File: src/rtl/fdrle_pkg.sv
// Shared constants and types for the frame difference run length encoder.
package fdrle_pkg;

   localparam int SYM_W              = 8;
   localparam int RUN_LEN_W          = 14;
   localparam int MAX_FRAME_BYTES_DEF = 8192;

   // Code points of the output stream
   localparam logic [SYM_W-1:0] SKIP_CODE    = 8'd32;
   localparam logic [SYM_W-1:0] DIGIT_OFFSET = 8'd33;
   localparam int               DIGIT_BASE   = 31;
   localparam int               DIGIT_W      = 5;

   // floor(n / 31) == (n * RECIP_MULT) >> RECIP_SHIFT for every n below 2**RUN_LEN_W
   localparam int               RECIP_W      = 16;
   localparam logic [RECIP_W-1:0] RECIP_MULT = 16'd33826;
   localparam int               RECIP_SHIFT  = 20;

   // Depth of the run command queue between front and back
   localparam int CMD_DEPTH = 4;

   // One command: flush run A (symbol plus count digits), then the one-item run B.
   typedef struct packed {
      logic [SYM_W-1:0]     a_sym;
      logic [RUN_LEN_W-1:0] a_len;
      logic                 a_vld;
      logic [SYM_W-1:0]     b_sym;
      logic                 b_vld;
      logic                 last;
   } cmd_type;

endpackage

File: src/rtl/fdrle_chan_if.sv
// Valid/ready channel interfaces for the request and response streams.
interface fdrle_req_if;
   logic       valid;
   logic       ready;
   logic [7:0] prev_byte;
   logic [7:0] cur_byte;
   logic       frame_end;

   modport source (output valid, output prev_byte, output cur_byte, output frame_end,
                   input ready);
   modport sink   (input valid, input prev_byte, input cur_byte, input frame_end,
                   output ready);
endinterface

interface fdrle_rsp_if;
   logic       valid;
   logic       ready;
   logic [7:0] code_byte;
   logic       last_code;

   modport source (output valid, output code_byte, output last_code, input ready);
   modport sink   (input valid, input code_byte, input last_code, output ready);
endinterface

File: src/rtl/fdrle_front.sv
// Front end: classifies each item, tracks the open run and issues flush commands.
module fdrle_front
   import fdrle_pkg::*;
#(
   parameter int MAX_FRAME_BYTES = MAX_FRAME_BYTES_DEF
) (
   input  logic         clock,
   input  logic         reset,
   fdrle_req_if.sink    req_chan,
   output cmd_type      cmd_data,
   output logic         cmd_push,
   input  logic         cmd_full
);

   localparam logic [RUN_LEN_W-1:0] RunCap = RUN_LEN_W'(MAX_FRAME_BYTES);

   logic [SYM_W-1:0]     run_symbol_ff, run_symbol_in;
   logic [RUN_LEN_W-1:0] run_length_ff, run_length_in;

   logic                 accept;
   logic [SYM_W-1:0]     sym;
   logic                 extend;
   logic [SYM_W-1:0]     open_sym;
   logic [RUN_LEN_W-1:0] open_len;
   cmd_type              cmd;

   assign req_chan.ready = !cmd_full;
   assign accept         = req_chan.valid && req_chan.ready;

   // Classify the item and decide whether it extends the open run
   assign sym    = (req_chan.cur_byte == req_chan.prev_byte) ? SKIP_CODE : req_chan.cur_byte;
   assign extend = (run_length_ff != '0) && (sym == run_symbol_ff) && (run_length_ff < RunCap);

   always_comb begin
      cmd      = '0;
      open_sym = sym;
      open_len = RUN_LEN_W'(1);
      if (extend) begin
         open_sym = run_symbol_ff;
         open_len = run_length_ff + RUN_LEN_W'(1);
      end else begin
         // close the previous run
         cmd.a_vld = (run_length_ff != '0);
         cmd.a_sym = run_symbol_ff;
         cmd.a_len = run_length_ff;
      end
      if (req_chan.frame_end) begin
         cmd.last = 1'b1;
         // flush the run still open at frame end, drop a skip tail
         if (extend) begin
            cmd.a_vld = (open_sym != SKIP_CODE);
            cmd.a_sym = open_sym;
            cmd.a_len = open_len;
         end else begin
            cmd.b_vld = (open_sym != SKIP_CODE);
            cmd.b_sym = open_sym;
         end
      end
   end

   assign cmd_data = cmd;
   assign cmd_push = accept && (cmd.a_vld || cmd.b_vld);

   // Advance the open run; frame end closes everything
   always_comb begin
      run_symbol_in = run_symbol_ff;
      run_length_in = run_length_ff;
      if (accept) begin
         if (req_chan.frame_end) begin
            run_symbol_in = '0;
            run_length_in = '0;
         end else begin
            run_symbol_in = open_sym;
            run_length_in = open_len;
         end
      end
   end

   always_ff @(posedge clock) begin
      if (reset) begin
         run_symbol_ff <= '0;
         run_length_ff <= '0;
      end else begin
         run_symbol_ff <= run_symbol_in;
         run_length_ff <= run_length_in;
      end
   end

endmodule

File: src/rtl/fdrle_cmd_queue.sv
// Small register queue of flush commands between front and back.
module fdrle_cmd_queue
   import fdrle_pkg::*;
(
   input  logic    clock,
   input  logic    reset,
   input  logic    push,
   input  cmd_type push_data,
   output logic    full,
   output cmd_type head,
   output logic    head_valid,
   input  logic    pop
);

   localparam int PtrW = $clog2(CMD_DEPTH);
   localparam int CntW = $clog2(CMD_DEPTH + 1);

   cmd_type          entry_ff [CMD_DEPTH];
   logic [PtrW-1:0]  wr_ptr_ff, wr_ptr_in;
   logic [PtrW-1:0]  rd_ptr_ff, rd_ptr_in;
   logic [CntW-1:0]  count_ff, count_in;

   assign full       = (count_ff == CntW'(CMD_DEPTH));
   assign head_valid = (count_ff != '0);
   assign head       = entry_ff[rd_ptr_ff];

   // Advance pointers and fill count
   always_comb begin
      wr_ptr_in = wr_ptr_ff;
      rd_ptr_in = rd_ptr_ff;
      count_in  = count_ff;
      if (push) begin
         wr_ptr_in = (wr_ptr_ff == PtrW'(CMD_DEPTH - 1)) ? '0 : wr_ptr_ff + PtrW'(1);
      end
      if (pop) begin
         rd_ptr_in = (rd_ptr_ff == PtrW'(CMD_DEPTH - 1)) ? '0 : rd_ptr_ff + PtrW'(1);
      end
      if (push && !pop) begin
         count_in = count_ff + CntW'(1);
      end else if (pop && !push) begin
         count_in = count_ff - CntW'(1);
      end
   end

   always_ff @(posedge clock) begin
      if (reset) begin
         wr_ptr_ff <= '0;
         rd_ptr_ff <= '0;
         count_ff  <= '0;
      end else begin
         wr_ptr_ff <= wr_ptr_in;
         rd_ptr_ff <= rd_ptr_in;
         count_ff  <= count_in;
      end
   end

   // Store pushed command
   always_ff @(posedge clock) begin
      if (push) begin
         entry_ff[wr_ptr_ff] <= push_data;
      end
   end

endmodule

File: src/rtl/fdrle_back.sv
// Back end: expands flush commands into symbol and count digit code bytes.
module fdrle_back
   import fdrle_pkg::*;
(
   input  logic        clock,
   input  logic        reset,
   input  cmd_type     head,
   input  logic        head_valid,
   output logic        pop,
   fdrle_rsp_if.source rsp_chan
);

   localparam int ProdW = RUN_LEN_W + RECIP_W;

   // Work registers of the command in progress
   logic                 a_pend_ff, a_pend_in;
   logic                 dig_pend_ff, dig_pend_in;
   logic                 b_pend_ff, b_pend_in;
   logic [SYM_W-1:0]     a_sym_ff, a_sym_in;
   logic [SYM_W-1:0]     b_sym_ff, b_sym_in;
   logic [RUN_LEN_W-1:0] rest_ff, rest_in;
   logic                 last_ff, last_in;

   // Output register
   logic                 rsp_valid_ff, rsp_valid_in;
   logic [SYM_W-1:0]     rsp_code_ff, rsp_code_in;
   logic                 rsp_last_ff, rsp_last_in;

   logic                 load_ok;
   logic                 busy;
   logic                 emit;
   logic                 cmd_done;
   logic [SYM_W-1:0]     code;
   logic [ProdW-1:0]     prod;
   logic [RUN_LEN_W-1:0] quot;
   logic [RUN_LEN_W-1:0] times31;
   logic [RUN_LEN_W-1:0] rem_full;
   logic [DIGIT_W-1:0]   rem;
   logic [SYM_W-1:0]     digit_code;

   assign load_ok = !rsp_valid_ff || rsp_chan.ready;
   assign busy    = a_pend_ff || dig_pend_ff || b_pend_ff;

   // Split off the low base-31 digit by reciprocal multiply
   assign prod       = ProdW'(rest_ff) * ProdW'(RECIP_MULT);
   assign quot       = RUN_LEN_W'(prod >> RECIP_SHIFT);
   assign times31    = RUN_LEN_W'({quot, 5'b0} - {5'b0, quot});
   assign rem_full   = rest_ff - times31;
   assign rem        = rem_full[DIGIT_W-1:0];
   assign digit_code = DIGIT_OFFSET + SYM_W'(rem);

   // One code byte a cycle unless stalled; next command when idle or done
   always_comb begin
      a_pend_in   = a_pend_ff;
      dig_pend_in = dig_pend_ff;
      b_pend_in   = b_pend_ff;
      a_sym_in    = a_sym_ff;
      b_sym_in    = b_sym_ff;
      rest_in     = rest_ff;
      last_in     = last_ff;
      emit        = 1'b0;
      code        = b_sym_ff;
      if (load_ok && busy) begin
         emit = 1'b1;
         if (a_pend_ff) begin
            code        = a_sym_ff;
            a_pend_in   = 1'b0;
            dig_pend_in = (rest_ff > RUN_LEN_W'(1));
         end else if (dig_pend_ff) begin
            code        = digit_code;
            rest_in     = quot;
            dig_pend_in = (quot != '0);
         end else begin
            code      = b_sym_ff;
            b_pend_in = 1'b0;
         end
      end
      cmd_done = emit && !(a_pend_in || dig_pend_in || b_pend_in);
      pop      = head_valid && (!busy || cmd_done);
      if (pop) begin
         a_pend_in   = head.a_vld;
         dig_pend_in = 1'b0;
         b_pend_in   = head.b_vld;
         a_sym_in    = head.a_sym;
         b_sym_in    = head.b_sym;
         rest_in     = head.a_len;
         last_in     = head.last;
      end
   end

   // Load the output register when it is free or being taken
   always_comb begin
      rsp_valid_in = rsp_valid_ff;
      rsp_code_in  = rsp_code_ff;
      rsp_last_in  = rsp_last_ff;
      if (load_ok) begin
         rsp_valid_in = emit;
         rsp_code_in  = code;
         rsp_last_in  = cmd_done && last_ff;
      end
   end

   always_ff @(posedge clock) begin
      if (reset) begin
         a_pend_ff    <= 1'b0;
         dig_pend_ff  <= 1'b0;
         b_pend_ff    <= 1'b0;
         rsp_valid_ff <= 1'b0;
      end else begin
         a_pend_ff    <= a_pend_in;
         dig_pend_ff  <= dig_pend_in;
         b_pend_ff    <= b_pend_in;
         rsp_valid_ff <= rsp_valid_in;
      end
   end

   always_ff @(posedge clock) begin
      a_sym_ff    <= a_sym_in;
      b_sym_ff    <= b_sym_in;
      rest_ff     <= rest_in;
      last_ff     <= last_in;
      rsp_code_ff <= rsp_code_in;
      rsp_last_ff <= rsp_last_in;
   end

   assign rsp_chan.valid     = rsp_valid_ff;
   assign rsp_chan.code_byte = rsp_code_ff;
   assign rsp_chan.last_code = rsp_last_ff;

endmodule

File: src/rtl/frame_diff_run_length_encoder.sv
// Top level of the frame difference run length encoder.
//
//   channel   dir  modport  payload
//   req_chan  in   sink     prev_byte[7:0], cur_byte[7:0], frame_end
//   rsp_chan  out  source   code_byte[7:0], last_code
//
// Input takes one item per cycle; req_chan.ready drops only while the four-entry
// command queue is full. Code bytes leave the back end through its output register,
// one per cycle while rsp_chan is ready; a run of length n > 1 yields its symbol and
// then the base-31 digits of n, and the queue absorbs these bursts.
// Reset clears the open run, the queue and the output register; no clearing pass.
// A stall on rsp_chan holds the output register and fills the queue.
module frame_diff_run_length_encoder
   import fdrle_pkg::*;
#(
   parameter int MAX_FRAME_BYTES = MAX_FRAME_BYTES_DEF
) (
   input  logic        clock,
   input  logic        reset,
   fdrle_req_if.sink   req_chan,
   fdrle_rsp_if.source rsp_chan
);

   cmd_type cmd_data;
   logic    cmd_push;
   logic    cmd_full;
   cmd_type cmd_head;
   logic    cmd_head_valid;
   logic    cmd_pop;

   fdrle_front #(
      .MAX_FRAME_BYTES (MAX_FRAME_BYTES)
   ) u_front (
      .clock    (clock),
      .reset    (reset),
      .req_chan (req_chan),
      .cmd_data (cmd_data),
      .cmd_push (cmd_push),
      .cmd_full (cmd_full)
   );

   fdrle_cmd_queue u_queue (
      .clock      (clock),
      .reset      (reset),
      .push       (cmd_push),
      .push_data  (cmd_data),
      .full       (cmd_full),
      .head       (cmd_head),
      .head_valid (cmd_head_valid),
      .pop        (cmd_pop)
   );

   fdrle_back u_back (
      .clock      (clock),
      .reset      (reset),
      .head       (cmd_head),
      .head_valid (cmd_head_valid),
      .pop        (cmd_pop),
      .rsp_chan   (rsp_chan)
   );

endmodule

File: src/flat_wrapper.sv
// flat-port wrapper written by rule: the top's interface ports become plain ports
module frame_diff_run_length_encoder_flat import fdrle_pkg::*;
#(
   parameter int MAX_FRAME_BYTES = MAX_FRAME_BYTES_DEF
)
  (clock, reset, req_chan_valid, req_chan_prev_byte, req_chan_cur_byte, req_chan_frame_end, req_chan_ready, rsp_chan_valid, rsp_chan_code_byte, rsp_chan_last_code, rsp_chan_ready);
  fdrle_req_if req_chan_i ();
  fdrle_rsp_if rsp_chan_i ();
  input  logic clock;
  input  logic reset;
  input wire logic [$bits(req_chan_i.valid)-1:0] req_chan_valid;
  input wire logic [$bits(req_chan_i.prev_byte)-1:0] req_chan_prev_byte;
  input wire logic [$bits(req_chan_i.cur_byte)-1:0] req_chan_cur_byte;
  input wire logic [$bits(req_chan_i.frame_end)-1:0] req_chan_frame_end;
  output wire logic [$bits(req_chan_i.ready)-1:0] req_chan_ready;
  output wire logic [$bits(rsp_chan_i.valid)-1:0] rsp_chan_valid;
  output wire logic [$bits(rsp_chan_i.code_byte)-1:0] rsp_chan_code_byte;
  output wire logic [$bits(rsp_chan_i.last_code)-1:0] rsp_chan_last_code;
  input wire logic [$bits(rsp_chan_i.ready)-1:0] rsp_chan_ready;
  assign req_chan_i.valid = req_chan_valid;
  assign req_chan_i.prev_byte = req_chan_prev_byte;
  assign req_chan_i.cur_byte = req_chan_cur_byte;
  assign req_chan_i.frame_end = req_chan_frame_end;
  assign req_chan_ready = req_chan_i.ready;
  assign rsp_chan_valid = rsp_chan_i.valid;
  assign rsp_chan_code_byte = rsp_chan_i.code_byte;
  assign rsp_chan_last_code = rsp_chan_i.last_code;
  assign rsp_chan_i.ready = rsp_chan_ready;
  frame_diff_run_length_encoder #(.MAX_FRAME_BYTES(MAX_FRAME_BYTES)) u_core (.clock(clock), .reset(reset), .req_chan(req_chan_i), .rsp_chan(rsp_chan_i));
endmodule
File: config.mk
export PLATFORM = sky130hd
export DESIGN_NAME = frame_diff_run_length_encoder_flat
export DESIGN_NICKNAME = d
export VERILOG_FILES = /design/src/rtl/fdrle_pkg.sv /design/src/rtl/fdrle_chan_if.sv /design/src/rtl/fdrle_front.sv /design/src/rtl/fdrle_cmd_queue.sv /design/src/rtl/fdrle_back.sv /design/src/rtl/frame_diff_run_length_encoder.sv /design/src/flat_wrapper.sv
export SDC_FILE = /design/constraint.sdc
export NUM_CORES = 1
export LEC_CHECK = 0
export BUFFER_PORTS_ARGS = -buffer_cell sky130_fd_sc_hd__buf_2
export CORE_UTILIZATION = 59
export CTS_BUF_LIST = sky130_fd_sc_hd__clkbuf_4
export DETAILED_ROUTE_END_ITERATION = 8
export PLACE_DENSITY = 0.82
export SYNTH_ARGS = -nofsm -noshare
export SYNTH_HDL_FRONTEND = slang
export SYNTH_SLANG_ARGS = --single-unit
export TNS_END_PERCENT = 10
File: constraint.sdc
create_clock -name clock -period 6.1 [get_ports clock]
set_input_delay 0.915 -clock clock [delete_from_list [all_inputs] [get_ports clock]]
set_output_delay 0.915 -clock clock [all_outputs]
set_load 0.005 [all_outputs]
After elaboration in Yosys (flattened, before gate mapping):

Memory sizes are Yosys's and may differ from the RTL's. A register that Yosys moved wholly into a read port is not among the register bits.
Cells that the tools add are included.

* bits in registers: 73
* memory bits (writable): 132
* output and inout bits: 11
* logic and storage cells: 99
* memories: 1

* add/sub/neg operators: 8
* multipliers: 1
* order comparisons: 2
* equal/unequal tests: 7
* mux-type cells: 34
* reduce and logical (&&, ||, !) cells: 31

Memories
* u_core.u_queue.entry_ff: words 4, width 33, read ports 1, clocked after Yosys merged registers in 1, wr ports 1, RTL line fdrle_cmd_queue.sv:18 `cmd_type entry_ff [CMD_DEPTH];`

Operators with widths (number)
* 14-bit two-way mux: 6
* 8-bit two-way mux: 6
* 23-bit two-way mux: 2
* 33-bit two-way mux: 1
* 14-bit by 15-bit multiplier with 29-bit output (second input constant): 1
* 14-bit nonzero test: 2
* 8-bit equality test: 2
* 14-bit by 1-bit adder with 14-bit output (second input constant): 1
* 14-bit by 1-bit greater-than comparator with 1-bit output (second input constant): 1
* 14-bit less-than comparator (second input constant): 1
* 1-bit two-way mux: 12
* 1-bit logical AND: 10
* 9-bit two-way mux: 1
* 2-bit two-way mux: 4
* 8-bit by 6-bit != test with 1-bit output (second input constant): 1
* 6-bit by 5-bit adder with 7-bit output (first input constant): 1
* 1-bit logical OR: 7
* 1-bit logical NOT: 6
* 3-bit two-way mux: 2
* 2-bit nonzero test: 3
* 1-bit by 5-bit subtractor with 5-bit output (first input constant): 1
* 5-bit subtractor: 1
* 2-bit by 1-bit adder with 2-bit output (second input constant): 2
* 2-bit equality test (second input constant): 2
* 7 further kinds: 7

Depth between registers and ports, before layout:

Gate-level depths: netlist of run 1.

* word-level depth: 15
* mapped depth: 24
* depth with buffers taken out: 23

Hierarchy:

A second synthesis of run 1 with hierarchy kept.

* cell total of the unflattened synthesis: 850
* area, all modules: 11194.5 um^2

By module, submodules not included
* fdrle_cmd_queue: instances 1, cells each 217, area each 5250.0 um^2, sequential area each 4144.0 um^2
* fdrle_back: instances 1, cells each 379, area each 4021.4 um^2, sequential area each 1281.2 um^2
* fdrle_front: instances 1, cells each 254, area each 1923.1 um^2, sequential area each 440.4 um^2

Least setup slack after synthesis of run 1:

Ideal clock, no wire load.

* path type: reg-to-reg
* start: register u_core.u_back.rest_ff[9]
* end: register u_core.u_queue.count_ff[2]
* arrival time: 5772 ps
* data required time: 6029 ps
* setup slack: 257 ps
* cell stages (with the launch flop): 23
* path buffers: 1
* clock period less this slack: 5843 ps
* path through: edfxtp_1 ha_1 fa_1 ha_1 ha_1 fa_1 ha_1 and4_4 and4_4 a311o_1 a2111o_1 o31a_1 or4_4 o31a_1 nor2_4 buf_4 inv_2 ha_1 inv_1 fa_1 xor2_1 or3_1 a21oi_1

* word-level cells in the longest chain between the ends: 14
* elaborated cells on any way between the ends: 17
* those cells by class: mul: 1; order compare: 1; mux: 4; reduce/logical: 11

Ends and longest elaborated chain
* start, declared: RTL line fdrle_back.sv:21 `logic [RUN_LEN_W-1:0] rest_ff, rest_in;`
* start signal, assigned: RTL line fdrle_back.sv:120 `rest_ff <= rest_in;`
* 14-bit by 15-bit multiplier with 29-bit output: RTL line fdrle_back.sv:45 `assign prod = ProdW'(rest_ff) * ProdW'(RECIP_MULT);`
* 14-bit nonzero test: RTL line fdrle_back.sv:72 `dig_pend_in = (quot != '0);`
* 1-bit two-way mux: RTL line fdrle_back.sv:69 `end else if (dig_pend_ff) begin`
* 1-bit two-way mux (*): RTL line fdrle_back.sv:65 `if (a_pend_ff) begin`
* 1-bit two-way mux (*): RTL line fdrle_back.sv:63 `if (load_ok && busy) begin`
* 1-bit logical OR (*) (2 in a row): RTL line fdrle_back.sv:78 `cmd_done = emit && !(a_pend_in || dig_pend_in || b_pend_in);`
* 1-bit logical NOT (*): RTL line fdrle_back.sv:78
* 1-bit logical AND (*): RTL line fdrle_back.sv:78
* 1-bit logical OR (*): RTL line fdrle_back.sv:79 `pop = head_valid && (!busy || cmd_done);`
* 1-bit logical AND (*): RTL line fdrle_back.sv:79
* 1-bit logical NOT: RTL line fdrle_cmd_queue.sv:38 `if (push && !pop) begin`
* 1-bit logical AND: RTL line fdrle_cmd_queue.sv:38
* 3-bit two-way mux or 2-bit nonzero test (tied branches)
* end signal, assigned: RTL line fdrle_cmd_queue.sv:53 `count_ff <= count_in;`
* end, declared: RTL line fdrle_cmd_queue.sv:21 `logic [CntW-1:0] count_ff, count_in;`

Every way passes the cells marked *; elsewhere a longest branch is shown, timed or not.
A chain may end at the register's enable or synchronous reset.

Worst setup path after layout of run 1:

* start: register u_core.u_back.rest_ff[13]
* end: register u_core.u_queue.count_ff[2]

The elaborated chain is that of the path after synthesis.

==> impl_metrics.yaml, run 1 <==
status:
  status: "finished, final reports clean"
clock_tree:
  path_clk_slew_ps: 70
  root_buffer: "clkbuf_4"
  clock-sinks: 207
  numCtsBuffers: 51
  cts_tree: "yes"
  clkLatencyLatePin_ps: 660
  clockBufferDepth: 3
  htree_levels: 2
yosys:
  synth_top_area_frac: 0.482
  synth_seq_cells: 207
  async_reset_ff_frac: 0
  synth_cells: 827
  synth_commonest_cells: "edfxtp_1 (172), ha_1 (90), nor2_1 (70), a21oi_1 (47), nand2_1 (38)"
  synth_flop_cell: "edfxtp_1"
  yosysMostFrequentCell: "edfxtp_1"
  synth-seq-area-share: 0.547
  synth_nets: 949
  synth_area_per_cell_um2: 13.0
  yosysWarningCount: 0
  synthesis.area_um2: 10700
  yosysTopAreaCell: "edfxtp_1"
  synth_area_leaders: "edfxtp_1 (48%), ha_1 (11%), mux4_2 (6.9%), dfxtp_1 (6.5%), nor2_1 (2.5%)"
  synth_cell_types: 66
  synth_edf_count: 172
route:
  drc: 0
  first_iter_violations: 599
  vias_per_cell: 6.14
  drt-wirelength-per-cell_um: 19.2
  highest_layer: "met4"
  routed-wl-met2_mm: 10.8
  m1WireLength_mm: 9.39
  antenna_left: 0
  drt_wl_total_mm: 22.2
  dr_wl_met3_mm: 1.53
  num_vias: 7095
  drt_first_pass_iters: 6
timing:
  rsz0062_at_grt: "no"
  finClkSkew_ps: 69.5
  final.period_utilization: 0.959
  fin_setup_tns_ps: 0
  worst_slew_pin_slew_ps: 949
  setup_viol: 0
  maxSlewViolCount: 0
  slew_headroom: 0.366
  layout_min_cycle_time_ps: 5850
  timing.fmax_mhz: 171
  hold_viol_final: 0
place:
  place_congestion: 0.885
  portBuffers: 31
  hpwl_mm: 15.5
worst_setup_path:
  rrSetupSlack_ps: 250
  crit_type: "reg2reg"
  cp-start-kind: "register"
  cp.arrival_ps: 6370
  worstPathRequired_ps: 6620
  cp-end-kind: "register"
  cp_max_fo: 5
finish:
  nNetsFinal: 1009
  area_delta_synth_final_pct: 9.94
  drive_gt1_frac: 0.182
grt:
  grt_use_total: 0.251
  antenna_found_initial: 1
  grt_overflow_total: 0
  grt_pass1_wl_mm: 35.5
  first_global_vias: 6933
  grt_start_max_net_pins: 34
worst_hold_path:
  hold_path.class: "reg2reg"
flow_run:
  drv_cap: 0
floorplanning:
  ios: 32
  dieWidth_um: 137
  die-area_um2: 18700
  core_region_area_um2: 17500
  start_util: 0.611
  rows: 48
  die_h_um: 137
==> critical path, cell delays in order (launching register included) <==
cell and delay (ps):
edfxtp_1 440, ha_1 230, fa_1 430, ha_1 300, ha_1 320, fa_1 470, ha_1 360, a21oi_1 130
a21boi_0 140, a311o_1 370, a2111o_1 430, o31a_1 110, or4_4 500, o31a_1 380, nor2_4 150, inv_2 40
ha_1 190, inv_1 70, fa_1 170, xor2_1 80, or3_1 320, a21oi_1 140
==> final cells by class <==
cell class              instances  area [µm²]
fillers                      1217        5760
clock buffers                  72         541
multi-input cells             553        4610
well taps                     225         282
inverters                      29         109
flip-flops and latches        207        5870
diodes                          1        2.50
repair buffers                 45         273
clock inverters                24         100
==> kinds of logic after synthesis <==
kind of cell             share of synthesized area
buffers and inverters                       0.0239
adder cells (fa/ha/maj)                      0.126
XOR/XNOR                                    0.0278
flip-flops                                   0.547
multiplexers                                0.0847
AND/OR/NAND/NOR                              0.107
AO/OA/AOI/OAI                               0.0838
==> path summary, 6_finish.rpt <==
check | startpoint | endpoint | cells past startpoint
hold reg to reg | u_core.u_queue.rd_ptr_ff[1] | register | 2
setup reg to reg | u_core.u_back.rest_ff[13] | u_core.u_queue.count_ff[2] | 21
setup / recovery | u_core.u_back.rest_ff[13] | u_core.u_queue.count_ff[2] | 21
hold / removal | u_core.u_queue.rd_ptr_ff[1] | register | 2
==> registers in the layout, indices dropped and copies added, names as in the netlist, named ones only <==
| signal | cells |
|---|---|
| u_core.u_back.rsp_chan.valid | 1 |
| u_core.u_back.dig_pend_ff | 1 |
| u_core.u_back.a_sym_ff | 8 |
| u_core.u_queue.rd_ptr_ff | 2 |
| u_core.u_back.b_sym_ff | 8 |
| u_core.u_back.rsp_chan.code_byte | 8 |
| u_core.u_back.rest_ff | 14 |
| u_core.u_queue.count_ff | 3 |
| u_core.u_back.last_ff | 1 |
| u_core.u_back.b_pend_ff | 1 |
| u_core.u_back.a_pend_ff | 1 |
| u_core.u_back.rsp_chan.last_code | 1 |
| u_core.u_front.run_length_ff | 14 |
| u_core.u_queue.wr_ptr_ff | 2 |
| u_core.u_queue.entry_ff | 132 |
| u_core.u_front.run_symbol_ff | 8 |
==> per-layer routing <==
metal | up-vias | GRT usage
li1 | 3293 | -
met4 | 0 | 0.0840
met2 | 296 | 0.409
met3 | 40 | 0.0496
met5 | - | 0
met1 | 3466 | 0.339
==> per-stage QoR <==
stage	hold WS, ps	util	instances	worst slack (ps)	cell area, µm²
after floorplan	468	-	827	257	10700
after global placement	498	0.633	1055	415	11100
after detailed placement	494	0.633	1055	265	11100
after CTS	505	0.669	1151	246	11700
after global routing	546	0.672	1156	23.8	11800
final	503	0.672	1156	249	11800
==> what timing repair did <==
item                                    in CTS  in global routing
resized for setup                            0                  2
setup buffers                                0                  4
endpoints found under the setup margin       0                 16
hold buffers                                 0                  0
==> layout by cell type (no fill, tap or decap), types with 22 or more instances in the layout <==
| cell type | synthesis | layout |
|---|---|---|
| dfxtp_1 | 35 | 34 |
| nor3_1 | 22 | 22 |
| inv_1 | 27 | 27 |
| a21oi_1 | 47 | 47 |
| buf_2 | 1 | 31 |
| mux4_2 | 33 | 33 |
| clkbuf_4 | 0 | 72 |
| edfxtp_1 | 172 | 172 |
| o21ai_0 | 32 | 32 |
| nand2_1 | 38 | 38 |
| ha_1 | 90 | 90 |
| nor2_1 | 70 | 70 |
Power of run 1 is not shown: default switching activity piles up to over one toggle a cycle in this logic, so the estimate is an artifact.
==> inputs of run 2 (changes only) <==
--- a/config.mk
+++ b/config.mk
@@ -5,6 +5,7 @@
 export SDC_FILE = /design/constraint.sdc
 export NUM_CORES = 1
 export LEC_CHECK = 0
+export ABC_AREA = 1
 export BUFFER_PORTS_ARGS = -buffer_cell sky130_fd_sc_hd__buf_2
 export CORE_UTILIZATION = 59
 export CTS_BUF_LIST = sky130_fd_sc_hd__clkbuf_4
==> impl_metrics.yaml, run 2 <==
status:
  status: "finished, final reports clean"
worst_setup_path:
  cp-start-kind: "register"
  crit_path_frequent_cell: "ha_1"
  cp.arrival_ps: 5810
  critical-path-slowest-cell: "fa_1"
  rr_startpoint: "u_core.u_back.rest_ff[9]"
  cp_max_fo: 27
  startpoint: "u_core.u_back.rest_ff[9]"
  cp-end-kind: "register"
  cpPeakStageDelay_ps: 470
  crit_type: "reg2reg"
  worstPathRequired_ps: 6610
yosys:
  synth_flop_cell: "edfxtp_1"
  synth_area_per_cell_um2: 9.36
  yosys.area_share.simple: 0.202
  synth_commonest_cells: "nand2_1 (308), edfxtp_1 (172), inv_1 (140), nor2_1 (122), ha_1 (90)"
  synth_seq_cells: 207
  yosys.area_share.adder: 0.116
  async_reset_ff_frac: 0
  synth_area_leaders: "edfxtp_1 (45%), nand2_1 (10%), ha_1 (9.7%), dfxtp_1 (6.0%), inv_1 (4.5%)"
  synth-seq-area-share: 0.506
  synth_top_area_frac: 0.445
  synthesis.area_um2: 11600
  synthMuxAreaShare: 0
  synth_nets: 1361
  yosysWarningCount: 0
  synth_compound_gate_area_share: 0.0973
  synth_edf_count: 172
  yosysTopAreaCell: "edfxtp_1"
  synth_cells: 1239
  yosysMostFrequentCell: "nand2_1"
  synth_xor_area_frac: 0.0159
  synth_cell_types: 46
  synth_top_family_by_area: "simple AND/OR/NAND/NOR gates"
clock_tree:
  post_cts_resized: 0
  htree_levels: 2
  numCtsBuffers: 51
  cts_tree: "yes"
  clockBufferDepth: 3
  clock-sinks: 207
  clkLatencyLatePin_ps: 660
  cts_hold_buf: 0
  path_clk_slew_ps: 70
  root_buffer: "clkbuf_4"
  cts_setup_buffers: 0
grt:
  busiest_layer: "met2"
  grt_overflow_total: 0
  grt_start_max_net_pins: 68
  grtUsageMet2: 0.428
  grtUsageMet1: 0.345
  first_global_vias: 8462
  grt_pass1_wl_mm: 41.0
  antenna_found_initial: 1
  met3_usage: 0.0464
  grt_use_total: 0.260
floorplanning:
  rows: 50
  die-area_um2: 20200
  core_region_area_um2: 19000
  start_util: 0.612
  dieWidth_um: 142
  ios: 32
  die_h_um: 142
finish:
  top_register: "u_core.u_queue.entry_ff"
  area_delta_synth_final_pct: 8.96
  fin_util: 0.667
  largestRegisters: "u_core.u_queue.entry_ff: 132 flops, u_core.u_back.rest_ff: 14 flops, u_core.u_front.run_length_ff: 14 flops"
  n_fill_cell: 1457
  largest_reg_flops: 132
  drive_gt1_frac: 0.138
  final_common_cell: "nand2_1"
  final_cell_mix: "nand2_1 (308), edfxtp_1 (172), inv_1 (140)"
  nNetsFinal: 1415
  multi_input_area_um2: 5020
  seqCellArea_um2: 5870
timing:
  slew_headroom: 0.212
  hold_ws_ps: 474
  setup_viol: 0
  worst_slack_ps: 796
  hold_viol_final: 0
  maxSlewViolCount: 0
  finClkSkew_ps: 56.4
  worst_slew_pin_slew_ps: 1170
  final.period_utilization: 0.870
  layout_min_cycle_time_ps: 5300
  timing.fmax_mhz: 189
  fin_setup_tns_ps: 0
  rsz0062_at_grt: "no"
worst_hold_path:
  min-delay-start: "u_core.u_front.run_length_ff[13]"
  hold_path.class: "reg2reg"
route:
  drc: 0
  vias_per_cell: 5.48
  drt_first_pass_iters: 5
  antenna_left: 0
  drt-wirelength-per-cell_um: 16.0
  drt_wl_total_mm: 25.5
  first_iter_violations: 800
  num_vias: 8736
flow_run:
  drv_cap: 0
place:
  place_congestion: 0.945
  hpwl_mm: 18.0
  pre_cts_ws_ps: 838
  portBuffers: 31
[run 2: cell count changes after synthesis, sizes merged, moves of 33 or more]
cell / delta
nor2: +61
o21ai: +42
mux4: -33
inv: +115
nand2: +287
[run 2: final cells by class]
type | instances | area share
diodes | 1 | 0.000198
clock buffers | 79 | 0.0469
inverters | 145 | 0.0431
multi-input cells | 850 | 0.397
well taps | 260 | 0.0257
flip-flops and latches | 207 | 0.464
repair buffers | 38 | 0.0164
clock inverters | 13 | 0.00614
[run 2: stage by stage]
stage | std cells | cell area [µm²]
final | 1593 | 12600
after global routing | 1593 | 12600
after CTS | 1592 | 12600
after detailed placement | 1500 | 12000
after global placement | 1500 | 12000
after floorplan | 1239 | 11600
[run 2: critical path: cells and delay by family (launching register included)]
family | cells | cell delay, ps
compound gates | 4 | 500
flops | 1 | 440
buf+inv | 1 | 70
fa+ha+maj | 8 | 2710
simple gates | 14 | 1510
[run 2: logic make-up after synthesis]
kind of cell / count (synthesis)
AND/OR/NAND/NOR: 538
flip-flops: 207
AO/OA/AOI/OAI: 190
buffers and inverters: 182
adder cells (fa/ha/maj): 101
XOR/XNOR: 21
[run 2: worst paths after layout]
kind / end / slack, ps / depth (start not counted)
max: u_core.u_queue.count_ff[2] / 800 / 27
min: u_core.u_front.run_length_ff[13] / 470 / 2
max reg2reg: u_core.u_queue.count_ff[2] / 800 / 27
min reg2reg: u_core.u_front.run_length_ff[13] / 470 / 2
[run 2: routing by layer]
metal	up-vias	wire [µm]
li1	4315	-
met1	4024	10700
met2	350	12100
met3	47	2140
met4	0	535
met5	-	0
Power of run 2 is left out for the same reason.
